### config.mk
export PLATFORM = sky130hd
export DESIGN_NAME = round_robin_task_scheduler_signals_core
export DESIGN_NICKNAME = d
export VERILOG_FILES = /design/src/sv/rrts_pkg.sv /design/src/sv/rrts_ram.sv /design/src/sv/rrts_ctrl.sv /design/src/sv/rrts_datapath.sv /design/src/sv/round_robin_task_scheduler_signals_core.sv
export SDC_FILE = /design/constraint.sdc
export NUM_CORES = 2
export LEC_CHECK = 0
export BUFFER_PORTS_ARGS = -buffer_cell sky130_fd_sc_hd__buf_2
export CORE_MARGIN = 2
export CORE_UTILIZATION = 45
export DETAILED_ROUTE_END_ITERATION = 16
export GPL_ROUTABILITY_DRIVEN = 0
export GPL_TIMING_DRIVEN = 0
export PLACE_DENSITY_LB_ADDON = 0.08
export SLEW_MARGIN = 20
export SYNTH_ARGS = -nofsm -noshare
export SYNTH_HDL_FRONTEND = slang
export SYNTH_SLANG_ARGS = --single-unit
### constraint.sdc
create_clock -name clock -period 6.4 [get_ports clock]
set_clock_uncertainty 0.2 [all_clocks]
set_input_delay 0.32 -clock clock [delete_from_list [all_inputs] [get_ports clock]]
set_output_delay 0.32 -clock clock [all_outputs]
set_load 0.1 [all_outputs]
### src/sv/rrts_pkg.sv
// rrts_pkg: shared sizes, codes and controller/datapath types for the
// round-robin task scheduler. No dependencies.
package rrts_pkg;

   localparam int TASKS      = 16;
   localparam int SIG_DEPTH  = 16;

   localparam int TASK_W     = $clog2(TASKS);
   localparam int PTR_W      = $clog2(SIG_DEPTH);
   localparam int ITER_W     = $clog2(TASKS + 1);
   localparam int RING_DEPTH = TASKS * SIG_DEPTH;
   localparam int RING_AW    = $clog2(RING_DEPTH);

   // fixed field widths
   localparam int SIG_W        = 5;
   localparam int FIELD_TASK_W = 4;
   localparam int STATUS_W     = 3;
   localparam int OP_W         = 2;
   localparam int CSR_IDX_W    = 2;
   localparam int CSR_DATA_W   = 32;
   localparam int REQ_DATA_W   = 16;
   localparam int RSP_DATA_W   = 8;

   // register indexes
   localparam logic [CSR_IDX_W-1:0] CSR_FATAL_MASK = 2'd0;
   localparam logic [CSR_IDX_W-1:0] CSR_CONTINUE   = 2'd1;
   localparam logic [CSR_IDX_W-1:0] CSR_STOP       = 2'd2;

   localparam logic [CSR_DATA_W-1:0] FATAL_MASK_RESET = 32'd2951938046;
   localparam logic [SIG_W-1:0]      CONTINUE_RESET   = 5'd18;
   localparam logic [SIG_W-1:0]      STOP_RESET       = 5'd19;

   typedef logic [TASK_W-1:0]       task_idx_type;
   typedef logic [PTR_W-1:0]        ptr_type;
   typedef logic [ITER_W-1:0]       iter_type;
   typedef logic [RING_AW-1:0]      ring_addr_type;
   typedef logic [SIG_W-1:0]        sig_type;
   typedef logic [FIELD_TASK_W-1:0] field_task_type;

   typedef enum logic [OP_W-1:0] {
      OP_CREATE = 2'd0,
      OP_POST   = 2'd1,
      OP_SWITCH = 2'd2,
      OP_START  = 2'd3
   } op_type;

   typedef enum logic [STATUS_W-1:0] {
      ST_OK       = 3'd0,
      ST_NO_SLOT  = 3'd1,
      ST_DROPPED  = 3'd2,
      ST_KILLED0  = 3'd3,
      ST_NONE_RUN = 3'd4,
      ST_DEAD0    = 3'd5
   } status_type;

   typedef enum logic [3:0] {
      CMD_IDLE,
      CMD_LOAD,
      CMD_REPLY_HALT,
      CMD_POST,
      CMD_START,
      CMD_CREATE_INIT,
      CMD_CREATE_TAKE,
      CMD_CREATE_NEXT,
      CMD_CREATE_FAIL,
      CMD_SWITCH_INIT,
      CMD_RING_READ,
      CMD_RING_APPLY,
      CMD_SCAN_STEP,
      CMD_NONE_RUN,
      CMD_PUSH
   } cmd_type;

   typedef struct packed {
      logic   halted;
      op_type op;
      logic   cur_alive;
      logic   cur_paused;
      logic   cur_pending;
      logic   cur_last;
      logic   scan_done;
      logic   rsp_busy;
   } dp_status_type;

endpackage

### src/sv/rrts_ram.sv
// rrts_ram: generic simple dual-port RAM, one write port, one registered
// read port. No dependencies.
module rrts_ram #(
   parameter int WIDTH = 8,
   parameter int DEPTH = 16
) (
   input  logic                     clock,
   input  logic                     wr_en,
   input  logic [$clog2(DEPTH)-1:0] wr_addr,
   input  logic [WIDTH-1:0]         wr_data,
   input  logic                     rd_en,
   input  logic [$clog2(DEPTH)-1:0] rd_addr,
   output logic [WIDTH-1:0]         rd_data
);

   logic [WIDTH-1:0] mem_ff [DEPTH];
   logic [WIDTH-1:0] rd_data_ff;

   always_ff @(posedge clock) begin
      if (wr_en) begin
         mem_ff[wr_addr] <= wr_data;
      end
      if (rd_en) begin
         rd_data_ff <= mem_ff[rd_addr];
      end
   end

   assign rd_data = rd_data_ff;

endmodule

### src/sv/rrts_ctrl.sv
// rrts_ctrl: sequencer for the scheduler; steps create scans, queue drains
// and the round-robin search. Depends on rrts_pkg.
module rrts_ctrl (
   input  logic                    clock,
   input  logic                    reset,
   input  logic                    req_tvalid,
   output logic                    req_tready,
   input  rrts_pkg::dp_status_type dp_status,
   output rrts_pkg::cmd_type       cmd
);

   typedef enum logic [2:0] {
      S_IDLE,
      S_DECODE,
      S_CREATE,
      S_DRAIN,
      S_APPLY,
      S_SCAN,
      S_FINISH
   } state_type;

   state_type state_ff, state_in;
   logic      scan_mode_ff, scan_mode_in;

   always_comb begin
      state_in     = state_ff;
      scan_mode_in = scan_mode_ff;
      cmd          = rrts_pkg::CMD_IDLE;
      req_tready   = 1'b0;
      case (state_ff)
         S_IDLE: begin
            req_tready = 1'b1;
            if (req_tvalid) begin
               cmd      = rrts_pkg::CMD_LOAD;
               state_in = S_DECODE;
            end
         end
         S_DECODE: begin
            if (dp_status.halted) begin
               cmd      = rrts_pkg::CMD_REPLY_HALT;
               state_in = S_FINISH;
            end else begin
               case (dp_status.op)
                  rrts_pkg::OP_CREATE: begin
                     cmd      = rrts_pkg::CMD_CREATE_INIT;
                     state_in = S_CREATE;
                  end
                  rrts_pkg::OP_POST: begin
                     cmd      = rrts_pkg::CMD_POST;
                     state_in = S_FINISH;
                  end
                  rrts_pkg::OP_SWITCH: begin
                     cmd          = rrts_pkg::CMD_SWITCH_INIT;
                     scan_mode_in = 1'b0;
                     state_in     = S_DRAIN;
                  end
                  default: begin
                     cmd      = rrts_pkg::CMD_START;
                     state_in = S_FINISH;
                  end
               endcase
            end
         end
         S_CREATE: begin
            if (!dp_status.cur_alive) begin
               cmd      = rrts_pkg::CMD_CREATE_TAKE;
               state_in = S_FINISH;
            end else if (dp_status.cur_last) begin
               cmd      = rrts_pkg::CMD_CREATE_FAIL;
               state_in = S_FINISH;
            end else begin
               cmd = rrts_pkg::CMD_CREATE_NEXT;
            end
         end
         S_DRAIN: begin
            if (dp_status.halted) begin
               cmd      = rrts_pkg::CMD_REPLY_HALT;
               state_in = S_FINISH;
            end else if (dp_status.cur_pending && dp_status.cur_alive) begin
               cmd      = rrts_pkg::CMD_RING_READ;
               state_in = S_APPLY;
            end else if (!scan_mode_ff) begin
               // running task drained, start the round-robin search
               cmd          = rrts_pkg::CMD_SCAN_STEP;
               scan_mode_in = 1'b1;
               state_in     = S_SCAN;
            end else if (dp_status.scan_done) begin
               cmd      = rrts_pkg::CMD_NONE_RUN;
               state_in = S_FINISH;
            end else begin
               cmd      = rrts_pkg::CMD_SCAN_STEP;
               state_in = S_SCAN;
            end
         end
         S_APPLY: begin
            cmd      = rrts_pkg::CMD_RING_APPLY;
            state_in = S_DRAIN;
         end
         S_SCAN: begin
            if (dp_status.cur_alive && !dp_status.cur_paused) begin
               cmd      = rrts_pkg::CMD_REPLY_HALT;
               state_in = S_FINISH;
            end else if (dp_status.cur_alive) begin
               // paused task passed over gets its queue drained
               state_in = S_DRAIN;
            end else if (dp_status.scan_done) begin
               cmd      = rrts_pkg::CMD_NONE_RUN;
               state_in = S_FINISH;
            end else begin
               cmd = rrts_pkg::CMD_SCAN_STEP;
            end
         end
         S_FINISH: begin
            if (!dp_status.rsp_busy) begin
               cmd      = rrts_pkg::CMD_PUSH;
               state_in = S_IDLE;
            end
         end
         default: begin
            state_in = S_IDLE;
         end
      endcase
   end

   always_ff @(posedge clock) begin
      if (reset) begin
         state_ff     <= S_IDLE;
         scan_mode_ff <= 1'b0;
      end else begin
         state_ff     <= state_in;
         scan_mode_ff <= scan_mode_in;
      end
   end

endmodule

### src/sv/rrts_datapath.sv
// rrts_datapath: task table, ring pointers, signal ring memory, config
// registers and result register. Depends on rrts_pkg and rrts_ram.
module rrts_datapath (
   input  logic                                clock,
   input  logic                                reset,
   input  rrts_pkg::cmd_type                   cmd,
   output rrts_pkg::dp_status_type             dp_status,
   input  logic [rrts_pkg::REQ_DATA_W-1:0]     req_tdata,
   input  logic [rrts_pkg::OP_W-1:0]           req_tuser,
   output logic                                rsp_tvalid,
   input  logic                                rsp_tready,
   output logic [rrts_pkg::RSP_DATA_W-1:0]     rsp_tdata,
   input  logic                                csr_valid,
   input  logic [rrts_pkg::CSR_IDX_W-1:0]      csr_index,
   input  logic [rrts_pkg::CSR_DATA_W-1:0]     csr_data
);

   // config registers
   logic [rrts_pkg::CSR_DATA_W-1:0] fatal_mask_ff;
   rrts_pkg::sig_type               cont_sig_ff;
   rrts_pkg::sig_type               stop_sig_ff;

   // task table
   logic [rrts_pkg::TASKS-1:0] alive_ff, alive_in;
   logic [rrts_pkg::TASKS-1:0] paused_ff, paused_in;
   rrts_pkg::ptr_type          rd_ptr_ff [rrts_pkg::TASKS];
   rrts_pkg::ptr_type          rd_ptr_in [rrts_pkg::TASKS];
   rrts_pkg::ptr_type          wr_ptr_ff [rrts_pkg::TASKS];
   rrts_pkg::ptr_type          wr_ptr_in [rrts_pkg::TASKS];
   rrts_pkg::ptr_type          count_ff  [rrts_pkg::TASKS];
   rrts_pkg::ptr_type          count_in  [rrts_pkg::TASKS];
   rrts_pkg::task_idx_type     running_ff, running_in;
   rrts_pkg::status_type       halt_ff, halt_in;

   // request and walk registers
   rrts_pkg::op_type           op_ff, op_in;
   logic [3:0]                 target_ff, target_in;
   rrts_pkg::sig_type          sig_ff, sig_in;
   rrts_pkg::task_idx_type     cursor_ff, cursor_in;
   rrts_pkg::iter_type         iter_ff, iter_in;

   // result and response registers
   rrts_pkg::task_idx_type     res_task_ff, res_task_in;
   rrts_pkg::status_type       res_status_ff, res_status_in;
   logic                       rsp_valid_ff, rsp_valid_in;
   rrts_pkg::field_task_type   rsp_task_ff, rsp_task_in;
   rrts_pkg::status_type       rsp_status_ff, rsp_status_in;

   // ring memory ports
   logic                       ring_we;
   rrts_pkg::ring_addr_type    ring_waddr;
   rrts_pkg::ring_addr_type    ring_raddr;
   logic                       ring_re;
   rrts_pkg::sig_type          ring_q;

   rrts_pkg::task_idx_type     tgt_idx;
   logic                       tgt_ok;
   rrts_pkg::task_idx_type     cursor_next;

   assign tgt_idx     = rrts_pkg::task_idx_type'(target_ff);
   assign tgt_ok      = (32'(target_ff) < 32'(rrts_pkg::TASKS));
   assign cursor_next = (cursor_ff == rrts_pkg::task_idx_type'(rrts_pkg::TASKS - 1))
                        ? '0 : cursor_ff + rrts_pkg::task_idx_type'(1);

   assign ring_waddr = rrts_pkg::ring_addr_type'(int'(tgt_idx) * rrts_pkg::SIG_DEPTH
                                                 + int'(wr_ptr_ff[tgt_idx]));
   assign ring_raddr = rrts_pkg::ring_addr_type'(int'(cursor_ff) * rrts_pkg::SIG_DEPTH
                                                 + int'(rd_ptr_ff[cursor_ff]));
   assign ring_re    = (cmd == rrts_pkg::CMD_RING_READ);

   function automatic rrts_pkg::ptr_type ptr_inc(input rrts_pkg::ptr_type p);
      return (p == rrts_pkg::ptr_type'(rrts_pkg::SIG_DEPTH - 1))
             ? '0 : p + rrts_pkg::ptr_type'(1);
   endfunction

   always_comb begin
      alive_in      = alive_ff;
      paused_in     = paused_ff;
      rd_ptr_in     = rd_ptr_ff;
      wr_ptr_in     = wr_ptr_ff;
      count_in      = count_ff;
      running_in    = running_ff;
      halt_in       = halt_ff;
      op_in         = op_ff;
      target_in     = target_ff;
      sig_in        = sig_ff;
      cursor_in     = cursor_ff;
      iter_in       = iter_ff;
      res_task_in   = res_task_ff;
      res_status_in = res_status_ff;
      rsp_valid_in  = rsp_valid_ff && !rsp_tready;
      rsp_task_in   = rsp_task_ff;
      rsp_status_in = rsp_status_ff;
      ring_we       = 1'b0;
      case (cmd)
         rrts_pkg::CMD_LOAD: begin
            op_in         = rrts_pkg::op_type'(req_tuser);
            target_in     = req_tdata[3:0];
            sig_in        = req_tdata[8:4];
            res_task_in   = '0;
            res_status_in = rrts_pkg::ST_OK;
         end
         rrts_pkg::CMD_REPLY_HALT: begin
            res_task_in   = running_ff;
            res_status_in = halt_ff;
         end
         rrts_pkg::CMD_POST: begin
            if (!tgt_ok ||
                count_ff[tgt_idx] >= rrts_pkg::ptr_type'(rrts_pkg::SIG_DEPTH - 1)) begin
               res_status_in = rrts_pkg::ST_DROPPED;
            end else begin
               ring_we            = 1'b1;
               wr_ptr_in[tgt_idx] = ptr_inc(wr_ptr_ff[tgt_idx]);
               count_in[tgt_idx]  = count_ff[tgt_idx] + rrts_pkg::ptr_type'(1);
            end
         end
         rrts_pkg::CMD_START: begin
            running_in  = '0;
            res_task_in = '0;
            if (!alive_ff[0]) begin
               halt_in       = rrts_pkg::ST_DEAD0;
               res_status_in = rrts_pkg::ST_DEAD0;
            end
         end
         rrts_pkg::CMD_CREATE_INIT: begin
            cursor_in = '0;
         end
         rrts_pkg::CMD_CREATE_TAKE: begin
            alive_in[cursor_ff]  = 1'b1;
            paused_in[cursor_ff] = 1'b0;
            rd_ptr_in[cursor_ff] = '0;
            wr_ptr_in[cursor_ff] = '0;
            count_in[cursor_ff]  = '0;
            res_task_in          = cursor_ff;
         end
         rrts_pkg::CMD_CREATE_NEXT: begin
            cursor_in = cursor_next;
         end
         rrts_pkg::CMD_CREATE_FAIL: begin
            res_status_in = rrts_pkg::ST_NO_SLOT;
         end
         rrts_pkg::CMD_SWITCH_INIT: begin
            cursor_in = running_ff;
            iter_in   = '0;
         end
         rrts_pkg::CMD_RING_APPLY: begin
            count_in[cursor_ff] = count_ff[cursor_ff] - rrts_pkg::ptr_type'(1);
            rd_ptr_in[cursor_ff] = ptr_inc(rd_ptr_ff[cursor_ff]);
            if (ring_q == cont_sig_ff) begin
               paused_in[cursor_ff] = 1'b0;
            end else if (ring_q == stop_sig_ff) begin
               paused_in[cursor_ff] = 1'b1;
            end else if (fatal_mask_ff[ring_q]) begin
               if (cursor_ff == '0) begin
                  // slot 0 killed: halt, read pointer stays put
                  halt_in              = rrts_pkg::ST_KILLED0;
                  rd_ptr_in[cursor_ff] = rd_ptr_ff[cursor_ff];
               end else begin
                  alive_in[cursor_ff] = 1'b0;
               end
            end
         end
         rrts_pkg::CMD_SCAN_STEP: begin
            cursor_in  = cursor_next;
            running_in = cursor_next;
            iter_in    = iter_ff + rrts_pkg::iter_type'(1);
         end
         rrts_pkg::CMD_NONE_RUN: begin
            halt_in       = rrts_pkg::ST_NONE_RUN;
            res_task_in   = running_ff;
            res_status_in = rrts_pkg::ST_NONE_RUN;
         end
         rrts_pkg::CMD_PUSH: begin
            rsp_valid_in  = 1'b1;
            rsp_task_in   = rrts_pkg::field_task_type'(res_task_ff);
            rsp_status_in = res_status_ff;
         end
         default: begin
         end
      endcase
   end

   always_ff @(posedge clock) begin
      if (reset) begin
         fatal_mask_ff <= rrts_pkg::FATAL_MASK_RESET;
         cont_sig_ff   <= rrts_pkg::CONTINUE_RESET;
         stop_sig_ff   <= rrts_pkg::STOP_RESET;
         alive_ff      <= '0;
         paused_ff     <= '0;
         rd_ptr_ff     <= '{default: '0};
         wr_ptr_ff     <= '{default: '0};
         count_ff      <= '{default: '0};
         running_ff    <= '0;
         halt_ff       <= rrts_pkg::ST_OK;
         cursor_ff     <= '0;
         rsp_valid_ff  <= 1'b0;
      end else begin
         if (csr_valid) begin
            case (csr_index)
               rrts_pkg::CSR_FATAL_MASK: fatal_mask_ff <= csr_data;
               rrts_pkg::CSR_CONTINUE:   cont_sig_ff   <= csr_data[rrts_pkg::SIG_W-1:0];
               rrts_pkg::CSR_STOP:       stop_sig_ff   <= csr_data[rrts_pkg::SIG_W-1:0];
               default: begin
               end
            endcase
         end
         alive_ff     <= alive_in;
         paused_ff    <= paused_in;
         rd_ptr_ff    <= rd_ptr_in;
         wr_ptr_ff    <= wr_ptr_in;
         count_ff     <= count_in;
         running_ff   <= running_in;
         halt_ff      <= halt_in;
         cursor_ff    <= cursor_in;
         rsp_valid_ff <= rsp_valid_in;
      end
   end

   always_ff @(posedge clock) begin
      op_ff         <= op_in;
      target_ff     <= target_in;
      sig_ff        <= sig_in;
      iter_ff       <= iter_in;
      res_task_ff   <= res_task_in;
      res_status_ff <= res_status_in;
      rsp_task_ff   <= rsp_task_in;
      rsp_status_ff <= rsp_status_in;
   end

   rrts_ram #(
      .WIDTH(rrts_pkg::SIG_W),
      .DEPTH(rrts_pkg::RING_DEPTH)
   ) u_ring (
      .clock  (clock),
      .wr_en  (ring_we),
      .wr_addr(ring_waddr),
      .wr_data(sig_ff),
      .rd_en  (ring_re),
      .rd_addr(ring_raddr),
      .rd_data(ring_q)
   );

   always_comb begin
      dp_status.halted      = (halt_ff != rrts_pkg::ST_OK);
      dp_status.op          = op_ff;
      dp_status.cur_alive   = alive_ff[cursor_ff];
      dp_status.cur_paused  = paused_ff[cursor_ff];
      dp_status.cur_pending = (count_ff[cursor_ff] != '0);
      dp_status.cur_last    = (cursor_ff == rrts_pkg::task_idx_type'(rrts_pkg::TASKS - 1));
      dp_status.scan_done   = (iter_ff == rrts_pkg::iter_type'(rrts_pkg::TASKS));
      dp_status.rsp_busy    = rsp_valid_ff && !rsp_tready;
   end

   assign rsp_tvalid = rsp_valid_ff;
   assign rsp_tdata  = {1'b0, rsp_status_ff, rsp_task_ff};

   // a halt code only goes away through reset
   a_halt_sticky: assert property (@(posedge clock) disable iff (reset)
      (halt_ff != rrts_pkg::ST_OK) |=> (halt_ff == $past(halt_ff)))
      else $error("halt code changed while halted");

   a_running_range: assert property (@(posedge clock) disable iff (reset)
      32'(running_ff) < 32'(rrts_pkg::TASKS))
      else $error("running task out of range");

   a_count_bound: assert property (@(posedge clock) disable iff (reset)
      count_ff[cursor_ff] <= rrts_pkg::ptr_type'(rrts_pkg::SIG_DEPTH - 1))
      else $error("signal queue overfilled");

   // a drained signal must come from a live task with something queued
   a_apply_valid: assert property (@(posedge clock) disable iff (reset)
      (cmd == rrts_pkg::CMD_RING_APPLY) |-> (alive_ff[cursor_ff] && count_ff[cursor_ff] != '0))
      else $error("drain step on empty or dead slot");

endmodule

### src/sv/round_robin_task_scheduler_signals_core.sv
// round_robin_task_scheduler_signals_core: top level of the task scheduler.
// Depends on rrts_pkg, rrts_ctrl, rrts_datapath (which holds rrts_ram).
//
//   group  direction  payload
//   req    in         tuser: op; tdata: target_task, signal_number
//   rsp    out        tdata: result_task, status
//   csr    in         csr_index, csr_data (write only)
//
// a request goes from decode to a finish state: post and start directly,
// create after stepping to the first free slot or the last one, halted
// replies directly; a switch drains the running slot, each queued signal a
// ring read and then an apply as the read port is registered, then walks the
// slots round-robin and drains each paused slot that it passes over.
// reset synchronously clears the task table, pointers and halt code and reloads the config registers.
// a result waiting on rsp_tready holds the next request in its finish state.
module round_robin_task_scheduler_signals_core (
   input  logic                                clock,
   input  logic                                reset,
   input  logic                                req_tvalid,
   output logic                                req_tready,
   input  logic [rrts_pkg::REQ_DATA_W-1:0]     req_tdata,  // target_task[3:0], signal_number[8:4]
   input  logic [rrts_pkg::OP_W-1:0]           req_tuser,  // op[1:0]
   output logic                                rsp_tvalid,
   input  logic                                rsp_tready,
   output logic [rrts_pkg::RSP_DATA_W-1:0]     rsp_tdata,  // result_task[3:0], status[6:4]
   input  logic                                csr_valid,
   output logic                                csr_ready,
   input  logic [rrts_pkg::CSR_IDX_W-1:0]      csr_index,
   input  logic [rrts_pkg::CSR_DATA_W-1:0]     csr_data
);

   rrts_pkg::cmd_type       cmd;
   rrts_pkg::dp_status_type dp_status;

   assign csr_ready = 1'b1;

   rrts_ctrl u_ctrl (
      .clock     (clock),
      .reset     (reset),
      .req_tvalid(req_tvalid),
      .req_tready(req_tready),
      .dp_status (dp_status),
      .cmd       (cmd)
   );

   rrts_datapath u_datapath (
      .clock     (clock),
      .reset     (reset),
      .cmd       (cmd),
      .dp_status (dp_status),
      .req_tdata (req_tdata),
      .req_tuser (req_tuser),
      .rsp_tvalid(rsp_tvalid),
      .rsp_tready(rsp_tready),
      .rsp_tdata (rsp_tdata),
      .csr_valid (csr_valid),
      .csr_index (csr_index),
      .csr_data  (csr_data)
   );

endmodule
==> impl_metrics.ini <==
[route]
drcViolationCount = 0
antenna_left = 0
drt_iter0_drc = 10700
viasPerCell = 6.86
vias = 55300
post_drt_wl_per_cell_um = 41.1
drt_wl_total_um = 331000
drt_first_pass_iters = 8

[logic_synthesis]
synth_commonest_cells = 1,315 x edfxtp_1, 1,072 x nand2_1, 465 x nor2_1
syn_area_sq_mm = 0.0681
post-synth-top-count-cell = edfxtp_1
synthTopCellsByArea = edfxtp_1 58%, dfxtp_1 8.3%, nand2_1 5.9%, mux2i_1 4.6%, mux4_2 2.8%
synthArstFlopShare_pct = 0
ys_ff_latch = 1597
yosysTopAreaCell = edfxtp_1
syn_nets = 5606
synthFlopType = edfxtp_1
yosysSeqAreaShare_pct = 66.2
ys_types = 85
synth_cells = 5530
avgSynthCellArea_sq_um = 12.3
yosysWarnings = 0
synth_edf_count = 1315
synth_top_area_share_pct = 57.9

[clock_network]
clock_path_buffers = 3
root_buffer = clkbuf_16
cts.sinks = 1597
clk_latency_ns = 0.85
cts_setup_buffers = 0
clkTransAtPathRegs_ns = 0.06
cts_inserted_buffers = 171
h-tree-depth = 4
tritoncts = done

[timing]
fmax_mhz = 148
hold_viol = 0
drv_slew = 0
slew_headroom_pct = 7.14
period_share_pct = 106
worst_pin_slew_ns = 1.39
rsz0062_at_grt = yes
setup_violations = 30
fin_crit_ns = 6.77
setup_ws_ns = -0.373

[worst_hold_path]
hold_path_class = input pin to flip-flop
holdCritStartpoint = req_tdata[5]
hold_path_end = u_datapath.sig_ff[1]
hold_depth = 2

[critical_path]
endpoint_kind = flip-flop
crit_required_ns = 6.54
r2r-end = u_datapath.u_ring.rd_data[1]
cp.arrival_ns = 6.92
cp-start-kind = flip-flop
critical_path.max_fanout = 10
worstReg2RegStart = u_datapath.cursor_ff[1]
reg2reg_depth = 16
criticalPathCategory = flip-flop to flip-flop
r2r_slack_ns = -0.37

[global_route]
antenna_found_initial = 31
grt_pass1_vias = 50500
grt_max_degree = 25
gr-total-overflow = 0
grt_pass1_wl_um = 438000
grt_usage_pct = 42.5

[placed_design]
place_hpwl_um = 225000
preCtsSetupSlack_ns = -1.89
numPortBuffers = 58

[die]
die_area_sq_mm = 0.155
fp-row-count = 142
fp.dieW_um = 393
coreArea_sq_mm = 0.150
initial_utilization_pct = 45.4
ios = 68
die_h_um = 393

[power]
switching_share_pct = 41.4
total_power_mw = 37.1
power_switching_mw = 15.4
pwr-share-seq_pct = 35.1
combPwrFrac_pct = 37.8
vdd_drop_max_mv = 0.365
leakage_nw = 26.2
internal-power_mw = 21.8
cellPowerDensity_mw_per_mm2 = 467
clkPwrFrac_pct = 27.0

[status]
status = finished, violations left
violations = negative setup slack

[cells_and_area]
fin_nets = 5969
drive_above_1_share_pct = 14.8
syn_to_final_growth_pct = 16.6
num-fill-cells = 13000

[job]
cap_violations = 0
==> worst max path at each step <==
stage                             from                          endpoint  slack, ns  cells after the start
2_1_floorplan  u_datapath.target_ff[0]  u_datapath.u_ring.mem_ff[198][0]       1.86                     15
3_3_place_gp   u_datapath.cursor_ff[0]      u_datapath.u_ring.rd_data[2]      -2.92                     13
4_1_cts        u_datapath.cursor_ff[1]      u_datapath.u_ring.rd_data[4]     -0.002                     15
5_1_grt        u_datapath.cursor_ff[1]  u_datapath.u_ring.mem_ff[141][2]      -0.04                     17
6_report       u_datapath.cursor_ff[1]      u_datapath.u_ring.rd_data[1]      -0.37                     16
3_5_place_dp   u_datapath.cursor_ff[0]      u_datapath.u_ring.rd_data[4]      -1.89                     16
==> per-layer routing <==
| layer | track usage, % | routed length (um) | vias up |
|---|---|---|---|
| li1 | - | - | 21500 |
| met2 | 59.9 | 137000 | 5082 |
| met3 | 16.1 | 48600 | 1497 |
| met4 | 35.3 | 34100 | 32 |
| met5 | 0.797 | 361 | - |
| met1 | 51.4 | 112000 | 27200 |
==> repair_timing <==
item | 4_1_cts | 5_1_grt
endpoints found under the setup margin | 993 | 334
gates resized for setup | 146 | 113
pin swaps | 4 | 5
endpoints found under the hold margin | 60 | 0
hold buffers | 52 | 0
==> cells by family (layout without fill, tap and decap cells) <==
kind of cell             count (synthesis)  count (layout)  share of synthesized area, %
flip-flops                            1597            1597                          66.2
other                                    2              18                        0.0110
adder cells (fa/ha/maj)                 19              19                         0.349
AO/OA/AOI/OAI                          966             966                          9.55
multiplexers                           409             409                          7.62
buffers and inverters                  426             924                          2.85
XOR/XNOR                                23              23                         0.296
AND/OR/NAND/NOR                       2088            2088                          13.1
==> flip-flops by register name, summed over array words and instances (netlist names), 5 cells and up, named ones only <==
signal	flops
u_datapath.cont_sig_ff	5
u_datapath.stop_sig_ff	5
u_datapath.fatal_mask_ff	32
u_datapath.count_ff	64
u_datapath.u_ring.rd_data	5
u_datapath.sig_ff	5
u_datapath.iter_ff	5
u_datapath.wr_ptr_ff	64
u_datapath.u_ring.mem_ff	1280
==> cell usage in the layout (no fill, tap or decap), types with 54 or more instances in the layout <==
master / Yosys / routed
a31oi_1: 83 / 83
dfxtp_1: 282 / 281
and3_1: 75 / 75
o21ai_0: 106 / 105
mux2i_1: 316 / 315
mux4_2: 86 / 86
nor2_2: 12 / 78
a21oi_1: 240 / 237
nor2_1: 465 / 396
o21ai_1: 55 / 55
clkbuf_16: 0 / 177
buf_4: 22 / 74
nand3_1: 222 / 222
clkbuf_2: 0 / 60
edfxtp_1: 1315 / 1315
a22o_1: 71 / 71
nand2_1: 1072 / 1063
buf_2: 153 / 144
clkbuf_1: 185 / 143
buf_8: 0 / 54
o221ai_1: 66 / 66
nor3_1: 69 / 61
==> final cells by class <==
class | count | area (sq um) | area share (%)
Inverter | 26 | 100 | 0.126
Sequential cell | 1597 | 45100 | 56.8
Tap cell | 2016 | 2520 | 3.17
Timing Repair Buffer | 196 | 2400 | 3.02
Multi-Input combinational cell | 3507 | 21500 | 27.1
Clock buffer | 224 | 4710 | 5.92
Antenna cell | 16 | 40.0 | 0.0504
Buffer | 394 | 2250 | 2.83
Clock inverter | 84 | 813 | 1.02
==> through the flow <==
stage | util [%] | hold WS (ns) | setup TNS, ns | instances | cell area (sq um)
floorplan | - | 0.200 | 0 | 5530 | 68100
global placement | 47.3 | 0.208 | -3053.08 | 7604 | 71000
detailed placement | 48.4 | 0.209 | -259.54 | 7690 | 72700
CTS | 52.7 | 0.0000625 | -0.00213 | 8045 | 79200
global route | 52.9 | 0.0197 | -0.513 | 8045 | 79500
finish | 52.9 | 0.0145 | -2.23 | 8060 | 79500
==> worst max-delay path: stages (launching register included) <==
cell	delay, ns
dfxtp_1	0.45
buf_4	0.26
buf_6	0.25
buf_6	0.22
buf_2	0.35
mux4_2	0.55
mux2i_1	0.30
mux2_2	0.28
buf_4	0.35
buf_4	0.37
buf_6	0.37
buf_4	0.43
o221ai_1	0.26
o22ai_1	0.30
nor3_2	0.15
nor3_2	0.46
nand4_1	0.61
==> power groups by stage <==
| stage | combinational, mW | sequential, mW | clock (mW) |
|---|---|---|---|
| 2_1_floorplan | 5.22 | 14.0 | 0 |
| 3_3_place_gp | 10.5 | 15.1 | 0 |
| 3_5_place_dp | 12.8 | 13.2 | 0 |
| 4_1_cts | 13.0 | 13.0 | 9.96 |
| 5_1_grt | 13.8 | 13.1 | 10.4 |
| 6_report | 14.0 | 13.0 | 10.0 |
Note: power is estimated with default switching activity, not from simulation.
